`src/hdl/assert_macros.svh`:
```
// Assertion macros shared by the expander RTL.
// No dependencies; empty bodies when SYNTHESIS is defined.
`ifndef ASSERT_MACROS_SVH
`define ASSERT_MACROS_SVH
`ifndef SYNTHESIS
// Antecedent true implies consequent in the same cycle.
`define ASSERT_IMPLIES(label, clk, rst_n, ante, cons) \
  label: assert property (@(posedge clk) disable iff (!(rst_n)) (ante) |-> (cons)) \
    else $error("implication check failed");
// Antecedent true implies consequent in the next cycle.
`define ASSERT_NEXT(label, clk, rst_n, ante, cons) \
  label: assert property (@(posedge clk) disable iff (!(rst_n)) (ante) |=> (cons)) \
    else $error("next-cycle check failed");
`else
`define ASSERT_IMPLIES(label, clk, rst_n, ante, cons)
`define ASSERT_NEXT(label, clk, rst_n, ante, cons)
`endif
`endif

```
`src/hdl/mie_pkg.sv`:
```
// Shared types and constants for the instruction expander.
// No dependencies.
package mie_pkg;

  localparam int unsigned MaxWords = 6;
  localparam int unsigned IdxW     = 3;
  localparam int unsigned LenW     = 3;
  localparam int unsigned QDepth   = 2;

  localparam logic [4:0] OpAluLo = 5'd0;
  localparam logic [4:0] OpAluHi = 5'd7;
  localparam logic [4:0] OpMovi  = 5'd8;
  localparam logic [4:0] OpLoad  = 5'd9;
  localparam logic [4:0] OpStore = 5'd10;
  localparam logic [4:0] OpJmp   = 5'd11;
  localparam logic [4:0] OpJz    = 5'd12;
  localparam logic [4:0] OpJnz   = 5'd13;
  localparam logic [4:0] OpCall  = 5'd14;
  localparam logic [4:0] OpRet   = 5'd15;
  localparam logic [4:0] OpPush  = 5'd16;
  localparam logic [4:0] OpPop   = 5'd17;
  localparam logic [4:0] OpPushi = 5'd18;
  localparam logic [4:0] OpMov   = 5'd19;
  localparam logic [4:0] OpInc   = 5'd20;
  localparam logic [4:0] OpDec   = 5'd21;
  localparam logic [4:0] OpClr   = 5'd22;
  localparam logic [4:0] OpJe    = 5'd23;
  localparam logic [4:0] OpJne   = 5'd24;
  localparam logic [4:0] OpJlt   = 5'd25;

  // One expanded instruction: its words in order and how many are used.
  typedef struct packed {
    logic [MaxWords-1:0][15:0] words;
    logic [LenW-1:0]           len;
  } seq_t;

endpackage

```
`src/hdl/macro_instruction_expander.sv`:
```
// Top level of the instruction expander: front decode, queue, back sequencer.
// Depends on mie_pkg, mie_front, mie_queue, mie_back and assert_macros.svh.
`include "assert_macros.svh"

// An instruction is taken as one beat when start is high and busy is low.
// Each taken beat of opcodes 0 to 25 expands into one to six 16-bit words,
// shown on machine_word_o one per cycle with result_strobe_o high; last_word_o
// marks the final word of each instruction. Opcodes 26 to 31 are taken and
// produce no words. The receiver cannot stall, so words leave at a steady
// one per cycle: when the block is empty, the first word of a beat is
// written into the queue and then loaded into the sequencer's register
// before it reaches the outputs, and the words of an instruction leave back
// to back. The single output port sets the sustained throughput. A two-entry
// queue sits between the decoder and the output sequencer, so new beats are
// taken while earlier ones are still being emitted; busy rises only when
// that queue is full.
module macro_instruction_expander (
  input  logic        clk_i,
  input  logic        rst_ni,
  input  logic        start,
  output logic        busy,
  input  logic [4:0]  opcode_i,
  input  logic [3:0]  reg_first_i,
  input  logic [3:0]  reg_second_i,
  input  logic [3:0]  reg_third_i,
  input  logic [7:0]  immediate_i,
  input  logic [15:0] target_address_i,
  output logic        result_strobe_o,
  output logic [15:0] machine_word_o,
  output logic        last_word_o
);
  import mie_pkg::*;

  seq_t front_seq;
  seq_t queue_seq;
  logic queue_valid;
  logic queue_full;
  logic accept;
  logic push;
  logic pop;

  // Take a beat whenever the queue has room.
  assign busy   = queue_full;
  assign accept = start && !busy;
  // Drop instructions that expand to nothing instead of queuing them.
  assign push   = accept && (front_seq.len != '0);

  mie_front u_front (
    .opcode_i         (opcode_i),
    .reg_first_i      (reg_first_i),
    .reg_second_i     (reg_second_i),
    .reg_third_i      (reg_third_i),
    .immediate_i      (immediate_i),
    .target_address_i (target_address_i),
    .seq_o            (front_seq)
  );

  mie_queue u_queue (
    .clk_i   (clk_i),
    .rst_ni  (rst_ni),
    .push_i  (push),
    .wdata_i (front_seq),
    .pop_i   (pop),
    .rdata_o (queue_seq),
    .valid_o (queue_valid),
    .full_o  (queue_full)
  );

  // Advance through the queued sequence one word per cycle.
  mie_back u_back (
    .clk_i       (clk_i),
    .rst_ni      (rst_ni),
    .seq_i       (queue_seq),
    .seq_valid_i (queue_valid),
    .pop_o       (pop),
    .strobe_o    (result_strobe_o),
    .word_o      (machine_word_o),
    .last_o      (last_word_o)
  );

  // The last-word flag only accompanies a valid word.
  `ASSERT_IMPLIES(a_last_has_strobe, clk_i, rst_ni, last_word_o, result_strobe_o)
  // A run of words is never broken before its last word.
  `ASSERT_NEXT(a_run_contiguous, clk_i, rst_ni, result_strobe_o && !last_word_o, result_strobe_o)
  // A full queue means the sequencer is busy emitting.
  `ASSERT_IMPLIES(a_full_means_emitting, clk_i, rst_ni, busy, result_strobe_o)

endmodule

```
`src/hdl/mie_front.sv`:
```
// Front end: classifies one decoded instruction and builds its word sequence.
// Depends on mie_pkg.
module mie_front (
  input  logic [4:0]      opcode_i,
  input  logic [3:0]      reg_first_i,
  input  logic [3:0]      reg_second_i,
  input  logic [3:0]      reg_third_i,
  input  logic [7:0]      immediate_i,
  input  logic [15:0]     target_address_i,
  output mie_pkg::seq_t   seq_o
);
  import mie_pkg::*;

  logic [7:0] alo;
  logic [7:0] ahi;
  logic [3:0] rs;

  assign alo = target_address_i[7:0];
  assign ahi = target_address_i[15:8];
  assign rs  = (opcode_i == OpJz || opcode_i == OpJnz) ? reg_first_i : 4'h0;

  always_comb begin
    seq_o = '0;
    if (opcode_i inside {[OpAluLo:OpAluHi], OpLoad, OpStore}) begin
      seq_o.words[0] = {opcode_i[3:0], reg_first_i, reg_second_i, reg_third_i};
      seq_o.len      = 3'd1;
    end else begin
      case (opcode_i)
        OpMovi: begin
          seq_o.words[0] = {4'h8, reg_first_i, immediate_i};
          seq_o.len      = 3'd1;
        end
        OpJmp, OpJz, OpJnz, OpCall: begin
          seq_o.words[0] = {8'h8C, alo};
          seq_o.words[1] = {8'h8F, ahi};
          seq_o.words[2] = {opcode_i[3:0], 8'hFC, rs};
          seq_o.len      = 3'd3;
        end
        OpRet: begin
          seq_o.words[0] = 16'hF000;
          seq_o.len      = 3'd1;
        end
        OpPush: begin
          seq_o.words[0] = 16'h8F01;
          seq_o.words[1] = 16'h1EEF;
          seq_o.words[2] = {4'hA, reg_first_i, 8'hEE};
          seq_o.len      = 3'd3;
        end
        OpPop: begin
          seq_o.words[0] = {4'h9, reg_first_i, 8'hEE};
          seq_o.words[1] = 16'h8F01;
          seq_o.words[2] = 16'h0EEF;
          seq_o.len      = 3'd3;
        end
        OpPushi: begin
          seq_o.words[0] = {8'h8C, immediate_i};
          seq_o.words[1] = 16'h8F01;
          seq_o.words[2] = 16'h1EEF;
          seq_o.words[3] = 16'hACEE;
          seq_o.len      = 3'd4;
        end
        OpMov: begin
          seq_o.words[0] = {4'h2, reg_first_i, reg_second_i, reg_second_i};
          seq_o.len      = 3'd1;
        end
        OpInc: begin
          seq_o.words[0] = 16'h8F01;
          seq_o.words[1] = {4'h0, reg_first_i, reg_first_i, 4'hF};
          seq_o.len      = 3'd2;
        end
        OpDec: begin
          seq_o.words[0] = 16'h8F01;
          seq_o.words[1] = {4'h1, reg_first_i, reg_first_i, 4'hF};
          seq_o.len      = 3'd2;
        end
        OpClr: begin
          seq_o.words[0] = {4'h8, reg_first_i, 8'h00};
          seq_o.len      = 3'd1;
        end
        OpJe, OpJne: begin
          seq_o.words[0] = {8'h1F, reg_first_i, reg_second_i};
          seq_o.words[1] = 16'h2DFF;
          seq_o.words[2] = {8'h8C, alo};
          seq_o.words[3] = {8'h8F, ahi};
          seq_o.words[4] = (opcode_i == OpJe) ? 16'hCFCD : 16'hDFCD;
          seq_o.len      = 3'd5;
        end
        OpJlt: begin
          seq_o.words[0] = {8'h1F, reg_first_i, reg_second_i};
          seq_o.words[1] = 16'h8C01;
          seq_o.words[2] = 16'h7DDC;
          seq_o.words[3] = {8'h8C, alo};
          seq_o.words[4] = {8'h8F, ahi};
          seq_o.words[5] = 16'hDFCD;
          seq_o.len      = 3'd6;
        end
        default: seq_o = '0;
      endcase
    end
  end

endmodule

```
`src/hdl/mie_queue.sv`:
```
// Two-entry queue of expanded sequences between front and back ends.
// Depends on mie_pkg.
module mie_queue (
  input  logic          clk_i,
  input  logic          rst_ni,
  input  logic          push_i,
  input  mie_pkg::seq_t wdata_i,
  input  logic          pop_i,
  output mie_pkg::seq_t rdata_o,
  output logic          valid_o,
  output logic          full_o
);
  import mie_pkg::*;

  seq_t       mem_q [QDepth];
  logic       wr_ptr_q;
  logic       rd_ptr_q;
  logic [1:0] count_q;

  assign valid_o = (count_q != 2'd0);
  assign full_o  = (count_q == 2'(QDepth));
  assign rdata_o = mem_q[rd_ptr_q];

  always_ff @(posedge clk_i) begin
    if (push_i) begin
      mem_q[wr_ptr_q] <= wdata_i;
    end
  end

  always_ff @(posedge clk_i or negedge rst_ni) begin
    if (!rst_ni) begin
      wr_ptr_q <= 1'b0;
      rd_ptr_q <= 1'b0;
      count_q  <= 2'd0;
    end else begin
      if (push_i) begin
        wr_ptr_q <= ~wr_ptr_q;
      end
      if (pop_i) begin
        rd_ptr_q <= ~rd_ptr_q;
      end
      case ({push_i, pop_i})
        2'b10:   count_q <= count_q + 2'd1;
        2'b01:   count_q <= count_q - 2'd1;
        default: count_q <= count_q;
      endcase
    end
  end

endmodule

```
`src/hdl/mie_back.sv`:
```
// Back end: steps through one queued sequence, one word per cycle.
// Depends on mie_pkg.
module mie_back (
  input  logic          clk_i,
  input  logic          rst_ni,
  input  mie_pkg::seq_t seq_i,
  input  logic          seq_valid_i,
  output logic          pop_o,
  output logic          strobe_o,
  output logic [15:0]   word_o,
  output logic          last_o
);
  import mie_pkg::*;

  seq_t            cur_q;
  logic            valid_q;
  logic [IdxW-1:0] idx_q;
  logic            last;

  assign last     = valid_q && (idx_q == (cur_q.len - 3'd1));
  assign pop_o    = seq_valid_i && (!valid_q || last);
  assign strobe_o = valid_q;
  assign word_o   = cur_q.words[idx_q];
  assign last_o   = last;

  // Load payload on each pop.
  always_ff @(posedge clk_i) begin
    if (pop_o) begin
      cur_q <= seq_i;
    end
  end

  always_ff @(posedge clk_i or negedge rst_ni) begin
    if (!rst_ni) begin
      valid_q <= 1'b0;
      idx_q   <= '0;
    end else if (pop_o) begin
      valid_q <= 1'b1;
      idx_q   <= '0;
    end else if (valid_q) begin
      if (last) begin
        valid_q <= 1'b0;
      end else begin
        idx_q <= idx_q + 3'd1;
      end
    end
  end

endmodule
```
`config.mk`:
```
export PLATFORM = sky130hd
export DESIGN_NAME = macro_instruction_expander
export DESIGN_NICKNAME = d
export VERILOG_FILES = /design/src/hdl/mie_pkg.sv /design/src/hdl/macro_instruction_expander.sv /design/src/hdl/mie_front.sv /design/src/hdl/mie_queue.sv /design/src/hdl/mie_back.sv
export VERILOG_INCLUDE_DIRS = /design/src /design/src/hdl
export SDC_FILE = /design/constraint.sdc
export NUM_CORES = 1
export LEC_CHECK = 0
export ABC_AREA = 1
export BUFFER_PORTS_ARGS = -buffer_cell sky130_fd_sc_hd__buf_2
export CORE_AREA = 2 2 182 139
export CTS_BUF_LIST = sky130_fd_sc_hd__clkbuf_4
export DETAILED_ROUTE_END_ITERATION = 6
export DIE_AREA = 0 0 184 141
export GPL_ROUTABILITY_DRIVEN = 0
export SLEW_MARGIN = 20
export SYNTH_ARGS = -nofsm -noshare
export SYNTH_HDL_FRONTEND = slang
export SYNTH_SLANG_ARGS = --single-unit
```
`constraint.sdc`:
```
create_clock -name clk_i -period 8.4 [get_ports clk_i]
set_input_delay 1.68 -clock clk_i [delete_from_list [all_inputs] [get_ports clk_i]]
set_output_delay 1.68 -clock clk_i [all_outputs]
set_load 0.005 [all_outputs]
```
Word-level counts from Yosys, hierarchy flattened

Memories as Yosys holds them, arrays and structs flattened. A register that Yosys moved wholly into a read port is not among the register bits.
Cells that the tools add are included.

Add/subtract/negate cells: 4
Magnitude comparators: 3
Equality and inequality tests: 23
Mux-type cells: 21
Bitwise gates (word level): 2
Reductions and logical operators: 19

Operators by type and width:

| cell                 | number |
|---|---|
| $pmux W19 S11        | 1 |
| $pmux W16 S7         | 1 |
| $pmux W16 S6         | 1 |
| $mux W80             | 1 |
| $eq A5 B5 Y1 const B | 10 |
| $bmux W16 S3         | 1 |
| $pmux W16 S3         | 1 |
| $eq A5 B4 Y1 const B | 8 |
| $mux W16             | 2 |
| $pmux W16 S2         | 1 |
| $mux W19             | 1 |
| $mux W13             | 1 |
| $mux W3              | 3 |
| $reduce_bool A2 Y1   | 3 |
| $reduce_bool A3 Y1   | 2 |
| $reduce_or A2 Y1     | 3 |
| $ge A5 B1 Y1 const B | 1 |
| $le A5 B3 Y1 const B | 1 |
| $logic_and A1 B1 Y1  | 5 |
| $mux W1              | 5 |
| $eq A2 B2 Y1 const B | 2 |
| $lt A3 B4 Y1 const B | 1 |
| $mux W4              | 1 |
| $pmux W2 S2          | 1 |
| other kinds (12)     | 15 |

Flip-flop bits (word level): 8
Bits in writable memories: 198
Bits of input ports: 44
Word-level logic and storage cells: 78
Memories kept: 1

Memories:

| name          | depth | bits a word | rd ports | clocked after memory_dff | wr ports | line            | RTL |
|---|---|---|---|---|---|---|---|
| u_queue.mem_q | 2     | 99          | 1        | 1                        | 1        | mie_queue.sv:15 | `seq_t mem_q [QDepth];` |

Depth between registers and ports, before layout

Gate-level depths: netlist of the first run.

Word-level depth: 8
Depth in mapped cells: 14

Modules after synthesis

Synthesis of the first run repeated with hierarchy kept, for this count alone.

Cells, all modules: 1125
Area, all modules: 13213.9 µm²

Modules (own cells, without submodules):

| module                     | instances | cells an instance | area each (µm²) | sequential area each (µm²) |
|---|---|---|---|---|
| mie_queue                  | 1         | 541               | 7743.7          | 6045.8 |
| mie_back                   | 1         | 301               | 4086.4          | 3072.9 |
| mie_front                  | 1         | 278               | 1357.6          | 0.0 |
| macro_instruction_expander | 1         | 5                 | 26.3            | 0.0 |

Worst setup path after synthesis of the first run

No wires, ideal clock.

Path type: input-to-reg
Start point: input opcode_i[1]
End point: memory u_queue.mem_q[1][0] in the netlist's numbering, enable pin
Setup time: 500 ps
Data arrival time: 5460 ps
Required time: 7900 ps
Setup slack: 2439 ps
Cell stages on the path: 10
Cells stage by stage: buf_4 > nor2_2 > nand3_2 > nand2_4 > inv_2 > nand2_1 > nor2_1 > nand3_2 > nand2_2 > nor2_1

Word-level cells in the longest chain between the ends: 8

Ends and longest elaborated chain:

| item                                                       | line                             | RTL |
|---|---|---|
| start: declaration                                         | macro_instruction_expander.sv:22 | `input logic [4:0] opcode_i,` |
| $eq A5 B4 Y1, or another cell as far along                 | mie_front.sv:28                  | `case (opcode_i)` |
| $reduce_or A4 Y1, or another cell as far along             | mie_front.sv:28                  |  |
| $pmux W19 S11 / $reduce_bool A3 Y1 (equally long branches) | mie_front.sv:28, mie_front.sv:24 |  |
| $mux W19 *                                                 | mie_front.sv:24                  | `if (opcode_i inside {[OpAluLo:OpAluHi], OpLoad, OpStore}) begin` |
| $reduce_bool A3 Y1 *                                       | macro_instruction_expander.sv:46 | `assign push = accept && (front_seq.len != '0);` |
| $logic_and A1 B1 Y1 *                                      | macro_instruction_expander.sv:46 |  |
| $mux W1 *                                                  | mie_queue.sv:25                  | `if (push_i) begin` |
| $mux W1 (implied by the code) *                            | mie_queue.sv:26                  | `mem_q[wr_ptr_q] <= wdata_i;` |
| end: declaration                                           | mie_queue.sv:15                  |  |

Every way passes the cells marked *; elsewhere a longest branch is shown, timed or not.

Worst setup path in the final report of the first run

Start point: register u_back.idx_q[1]
End point: output machine_word_o[15]

Word-level cells in the longest chain between the ends: 2

Ends and longest elaborated chain:

| item                           | line                             | RTL |
|---|---|---|
| start: declaration             | mie_back.sv:17                   | `logic [IdxW-1:0] idx_q;` |
| start signal: assignment       | mie_back.sv:44                   | `idx_q <= idx_q + 3'd1;` |
| $bmux W16 S3                   | mie_back.sv:23                   | `assign word_o = cur_q.words[idx_q];` |
| $mux W16 (implied by the code) | mie_back.sv:23                   |  |
| end: declaration               | macro_instruction_expander.sv:29 | `output logic [15:0] machine_word_o,` |

No other way between the ends. The select of a mux whose other input is x is not followed.

==> impl_metrics.ini, run 1 <==
[status]
run_status = complete, no violations

[routing]
via_count = 6579
drc_errors = 0
finalWirelength_mm = 24.5
firstDrtPassIters = 5
postRouteAntennaNets = 0
drtIter0Drc = 712
viasPerCell = 5.09
wl_per_cell_um = 19.0

[clock_network]
post_cts_resized = 0
clock_latency_ps = 670
post-cts-setup-buffers = 0
htree_levels = 2
clock_path_buffers = 3
clkTransAtPathRegs_ps = 70
cts_hold_buf = 0
cts_sinks = 221
cts-buffers-inserted = 54
cts_tree = yes
root_buffer = clkbuf_4

[synthesis]
yosys.area.top_type = edfxtp_1
muxShareOfSynthArea_pct = 0
syn_area_sq_um = 9540
synth_edf_count = 213
netlist_instances = 844
synthArstFlopShare_pct = 3.62
synth.most_common_cell = nand2_1
ys.flop_type = edfxtp_1
synth_xor_area_share_pct = 0.735
avgSynthCellArea_sq_um = 11.3
synth_compound_gate_area_share_pct = 7.90
synth-seq-cells = 221
ys_types = 38
synth_top_family_by_area = simple AND/OR/NAND/NOR gates
yosysWarnings = 0
synth_top_area_share_pct = 67.1
synth_fa_ha_area_share_pct = 0.394
synthTopCellsByArea = edfxtp_1, nand2_1, dfrtp_1
syn_nets = 891
synth_common_cells = nand2_1, edfxtp_1, inv_1
ys_seq_area_share_pct = 69.2
synthSimpleGateAreaFrac_pct = 17.6

[floorplan]
fp-row-count = 50
dieArea_sq_um = 25900
die_y_um = 141
io_pins = 63
die_x_um = 184
start_util_pct = 39.1
core_sq_um = 24400

[sta]
setup_slack_ps = 3440
slew_headroom_pct = 29.3
whs_ps = 491
finalCritPeriodShare_pct = 59.0
grt_setup_unrepaired = false
fmax_mhz = 202
drv_slew = 0
finalSetupViolations = 0
hold_viol = 0
fin_tns_setup_ps = 0
clock_skew_ps = 47.0
period_needed_ps = 4960
tightest_slew_ps = 1060

[min_path]
worstHoldStart = u_queue.mem_q[0][25]$_DFFE_PP_
min_path_type = reg -> reg

[placement]
io_buffers = 62
dpl.hpwl_mm = 16.1
pre_cts_slack_ps = 3680
place_inst = 1190

[worst_setup_path]
setup.worst_path.class = reg -> out
crit_path_max_incr_delay_ps = 870
r2r-start = u_back.idx_q[1]$_DFFE_PN0P_
worstPathMaxFanout = 19
slowest_stage = dfrtp_1
worstSetupEndpointType = output port
path_cells = clkinv_1 -> a21oi_1 -> a221o_1 -> nand2_1 -> buf_2
critPathRequiredTime_ps = 6720
startpoint = u_back.idx_q[1]$_DFFE_PN0P_
startpoint_type = flip-flop
cp.arrival_ps = 3280

[power]
sw_frac_of_total_pct = 36.0
power_density_nw_per_um2 = 365
intPower_mw = 2.53
pwr-share-seq_pct = 46.4
combPwrFrac_pct = 30.9
switchingPower_mw = 1.43
clkPwrFrac_pct = 22.7
p_total_mw = 3.96
irDropWorstVdd_uv = 205
p_leak_nw = 4.50

[run]
cap_violations = 0

[layout]
drive_gt1_share_pct = 20.9
final_cells = 1292
regArea_sq_um = 6600
fill_cells = 2330
final_net_count = 981
multi_input_area_sq_um = 2540
area_delta_synth_final_pct = 13.7

[global_route]
grt-ovfl-total = 0
first_global_vias = 6244
grt_max_degree = 73
antenna_found_initial = 1
grt_pass1_wl_mm = 37.0
grt_usage_pct = 19.3
worst max-delay path, delay by kind of cell, from the launching register on:
| kind | cells | cell delay (ps) |
|---|---|---|
| AO/OA/AOI/OAI | 2 | 710 |
| flip-flops | 1 | 870 |
| AND/OR/NAND/NOR | 1 | 50 |
| buffers and inverters | 2 | 1010 |
final timing paths:
kind	cells after the start	end	slack [ps]
setup / recovery	5	machine_word_o[15]	3440
hold / removal	2	u_back.cur_q[25]$_DFFE_PP_	490
setup reg to reg	11	u_queue.count_q[1]$_DFFE_PN0P_	4940
hold reg to reg	2	u_back.cur_q[25]$_DFFE_PP_	490
max in group asynchronous	1	u_queue.rd_ptr_q$_DFFE_PN0P_	7300
min in group asynchronous	1	u_queue.rd_ptr_q$_DFFE_PN0P_	890
per-stage QoR:
step / utilization (%) / cell area, sq um
finish: 44.4 / 10800
global route: 44.4 / 10800
CTS: 44.4 / 10800
detailed placement: 41.5 / 10100
global placement: 41.5 / 10100
floorplan: - / 9540
flip-flops by register name (all words and copies together), names as in the netlist:
register / cells
u_back.cur_q: 71
u_back.idx_q: 3
u_back.strobe_o: 1
u_queue.count_q: 2
u_queue.mem_q: 142
u_queue.rd_ptr_q: 1
u_queue.wr_ptr_q: 1
final cells by class:
class,instances,share of cell area [%]
tap,312,3.60
clock buffer,82,5.68
sequential,221,60.8
inverter,61,2.11
clock inverter,19,0.946
timing repair buffer,69,3.35
antenna,1,0.0231
multi-input combinational,527,23.4
power by group through the flow:
stage | clock [mW] | sequential [mW] | combinational [mW]
2_1_floorplan | 0 | 1.83 | 0.797
3_3_place_gp | 0 | 1.86 | 1.22
3_5_place_dp | 0 | 1.86 | 1.23
4_1_cts | 0.920 | 1.84 | 1.24
5_1_grt | 0.974 | 1.87 | 1.39
6_report | 0.899 | 1.84 | 1.22
layer usage:
layer	track usage (%)	up-vias	wire (um)
li1	-	3131	-
met1	30.3	3080	11700
met4	5.98	0	435
met2	25.5	338	9750
met5	0	-	0
met3	5.45	30	2640
layout by cell type, fill, tap and decap left out, types with 7 or more instances in the layout:
master / count
o21ai_0: 36
inv_2: 14
nand2_1: 297
inv_1: 46
a21oi_1: 39
nor2_1: 34
clkinv_1: 17
clkbuf_4: 82
edfxtp_1: 213
buf_2: 62
dfrtp_1: 7
nand2_2: 8
buf_4: 7
nand3_1: 34
o211ai_1: 10
cell families (layout without fill, tap and decap cells):
kind of cell,count (synthesis),count (layout)
AO/OA/AOI/OAI,121,121
other,0,1
adder cells (fa/ha/maj),3,3
AND/OR/NAND/NOR,395,395
flip-flops,221,221
XOR/XNOR,8,8
buffers and inverters,96,231
Power figures use the tool's default switching activity.
==> run 2, diff against run 1 <==
- clock period: 8.4 -> 4.3 ns (I/O delays scaled with it)
==> impl_metrics.ini, run 2 (synthesized netlist as in run 1, its figures left out) <==
[status]
run_status = complete, no violations

[layout]
mostFrequentLayoutCells = nand2_1, edfxtp_1, clkbuf_4
final_common_cell = nand2_1
postLayoutCoreUtil_pct = 44.9
drive_gt1_share_pct = 21.1
largest_reg_flops = 142
top_regs = u_queue.mem_q: 142 flops, u_back.cur_q: 71 flops, u_back.idx_q: 3 flops
fill_cells = 2326
final_cells = 1293
area_delta_synth_final_pct = 14.8
multi_input_area_sq_um = 2540
final_net_count = 985
regMostFlops = u_queue.mem_q
regArea_sq_um = 6600

[routing]
postRouteAntennaNets = 0
drt-met1-wl_mm = 11.8
wl_per_cell_um = 19.1
drc_errors = 0
viasPerCell = 5.09
wl_met2_mm = 10.0
via_count = 6586
finalWirelength_mm = 24.7
topRoutingLayerUsed = met4
route.met3.wl_mm = 2.49
drtIter0Drc = 836
firstDrtPassIters = 5

[sta]
period_needed_ps = 3610
hold_viol = 0
slew_headroom_pct = 26.0
fmax_mhz = 277
drv_slew = 0
clock_skew_ps = 30.8
fin_tns_setup_ps = 0
finalCritPeriodShare_pct = 84.1
tightest_slew_ps = 1110
grt_setup_unrepaired = false
finalSetupViolations = 0
whs_ps = 489

[worst_setup_path]
worstPathMaxFanout = 19
worstSetupEndpointType = output port
setup.worst_path.class = reg -> out
cp.arrival_ps = 2750
critPathRequiredTime_ps = 3440
startpoint_type = flip-flop

[clock_network]
clock_path_buffers = 3
htree_levels = 2
cts-buffers-inserted = 55
root_buffer = clkbuf_4
cts_tree = yes
clock_latency_ps = 670
post_cts_resized = 0
cts_sinks = 221
clkTransAtPathRegs_ps = 60

[placement]
dpl.hpwl_mm = 16.4
io_buffers = 62
place_inst = 1192

[power]
power_density_nw_per_um2 = 719
irDropWorstVdd_uv = 476
p_leak_nw = 4.54

[global_route]
grt_pass1_wl_mm = 37.8
antenna_found_initial = 1
first_global_vias = 6411
grt_max_degree = 72
grt_usage_pct = 19.7
grt-ovfl-total = 0

[floorplan]
die_y_um = 141
dieArea_sq_um = 25900
start_util_pct = 39.1
core_sq_um = 24400
io_pins = 63
fp-row-count = 50
die_x_um = 184

[run]
cap_violations = 0

[min_path]
min_path_type = reg -> reg
run 2: worst paths after layout:
path	from	endpoint	slack, ps	cells past startpoint
max in group asynchronous	rst_ni	u_queue.rd_ptr_q$_DFFE_PN0P_	3520	2
worst min-delay path	u_queue.wr_ptr_q$_DFFE_PN0P_	u_queue.wr_ptr_q$_DFFE_PN0P_	490	2
worst min register to register	u_queue.wr_ptr_q$_DFFE_PN0P_	u_queue.wr_ptr_q$_DFFE_PN0P_	490	2
min in group asynchronous	rst_ni	u_back.idx_q[2]$_DFFE_PN0P_	580	2
worst max-delay path	u_back.idx_q[1]$_DFFE_PN0P_	machine_word_o[11]	690	6
worst max register to register	u_back.idx_q[0]$_DFFE_PN0P_	u_back.cur_q[35]$_DFFE_PP_	1610	8
run 2: stage by stage:
stage | area [sq um] | setup WS [ps] | power, mW
after CTS | 10900 | 612 | 7.96
after global routing | 10900 | 472 | 8.38
after floorplan | 9540 | 358 | 5.12
final | 10900 | 686 | 7.87
after global placement | 10200 | 1030 | 6.04
after detailed placement | 10200 | 970 | 6.09
run 2: area by class of cell:
class                           count  share of cell area (%)
Tap cell                          312                    3.57
Inverter                           61                    2.09
Antenna cell                        1                  0.0229
Multi-Input combinational cell    527                    23.2
Timing Repair Buffer               72                    3.89
Clock inverter                     19                    1.42
Sequential cell                   221                    60.3
Clock buffer                       80                    5.49
run 2: worst max-delay path: stages (launching register included):
cell      delay [ps]
dfrtp_1          320
buf_4            230
clkinv_1         660
a21oi_1          470
a221o_1          220
nand2_1           50
buf_2            140
run 2: metal layers:
metal  vias to the layer above  GRT usage (%)
met4                         0           4.97
met5                         -              0
met2                       315           26.7
met3                        34           5.24
met1                      3097           30.8
li1                       3140              -
run 2: timing repair:
action,in CTS,in global routing
hold endpoints to repair,8,0
hold buffers,1,0
setup buffers,0,0
run 2: where the power goes:
group / internal (mW) / leakage [nW] / switching (mW) / total [mW]
sequential: 3.35 / 2.09 / 0.201 / 3.56
clock: 1.03 / 0.436 / 0.822 / 1.85
combinational: 0.694 / 2.01 / 1.76 / 2.46
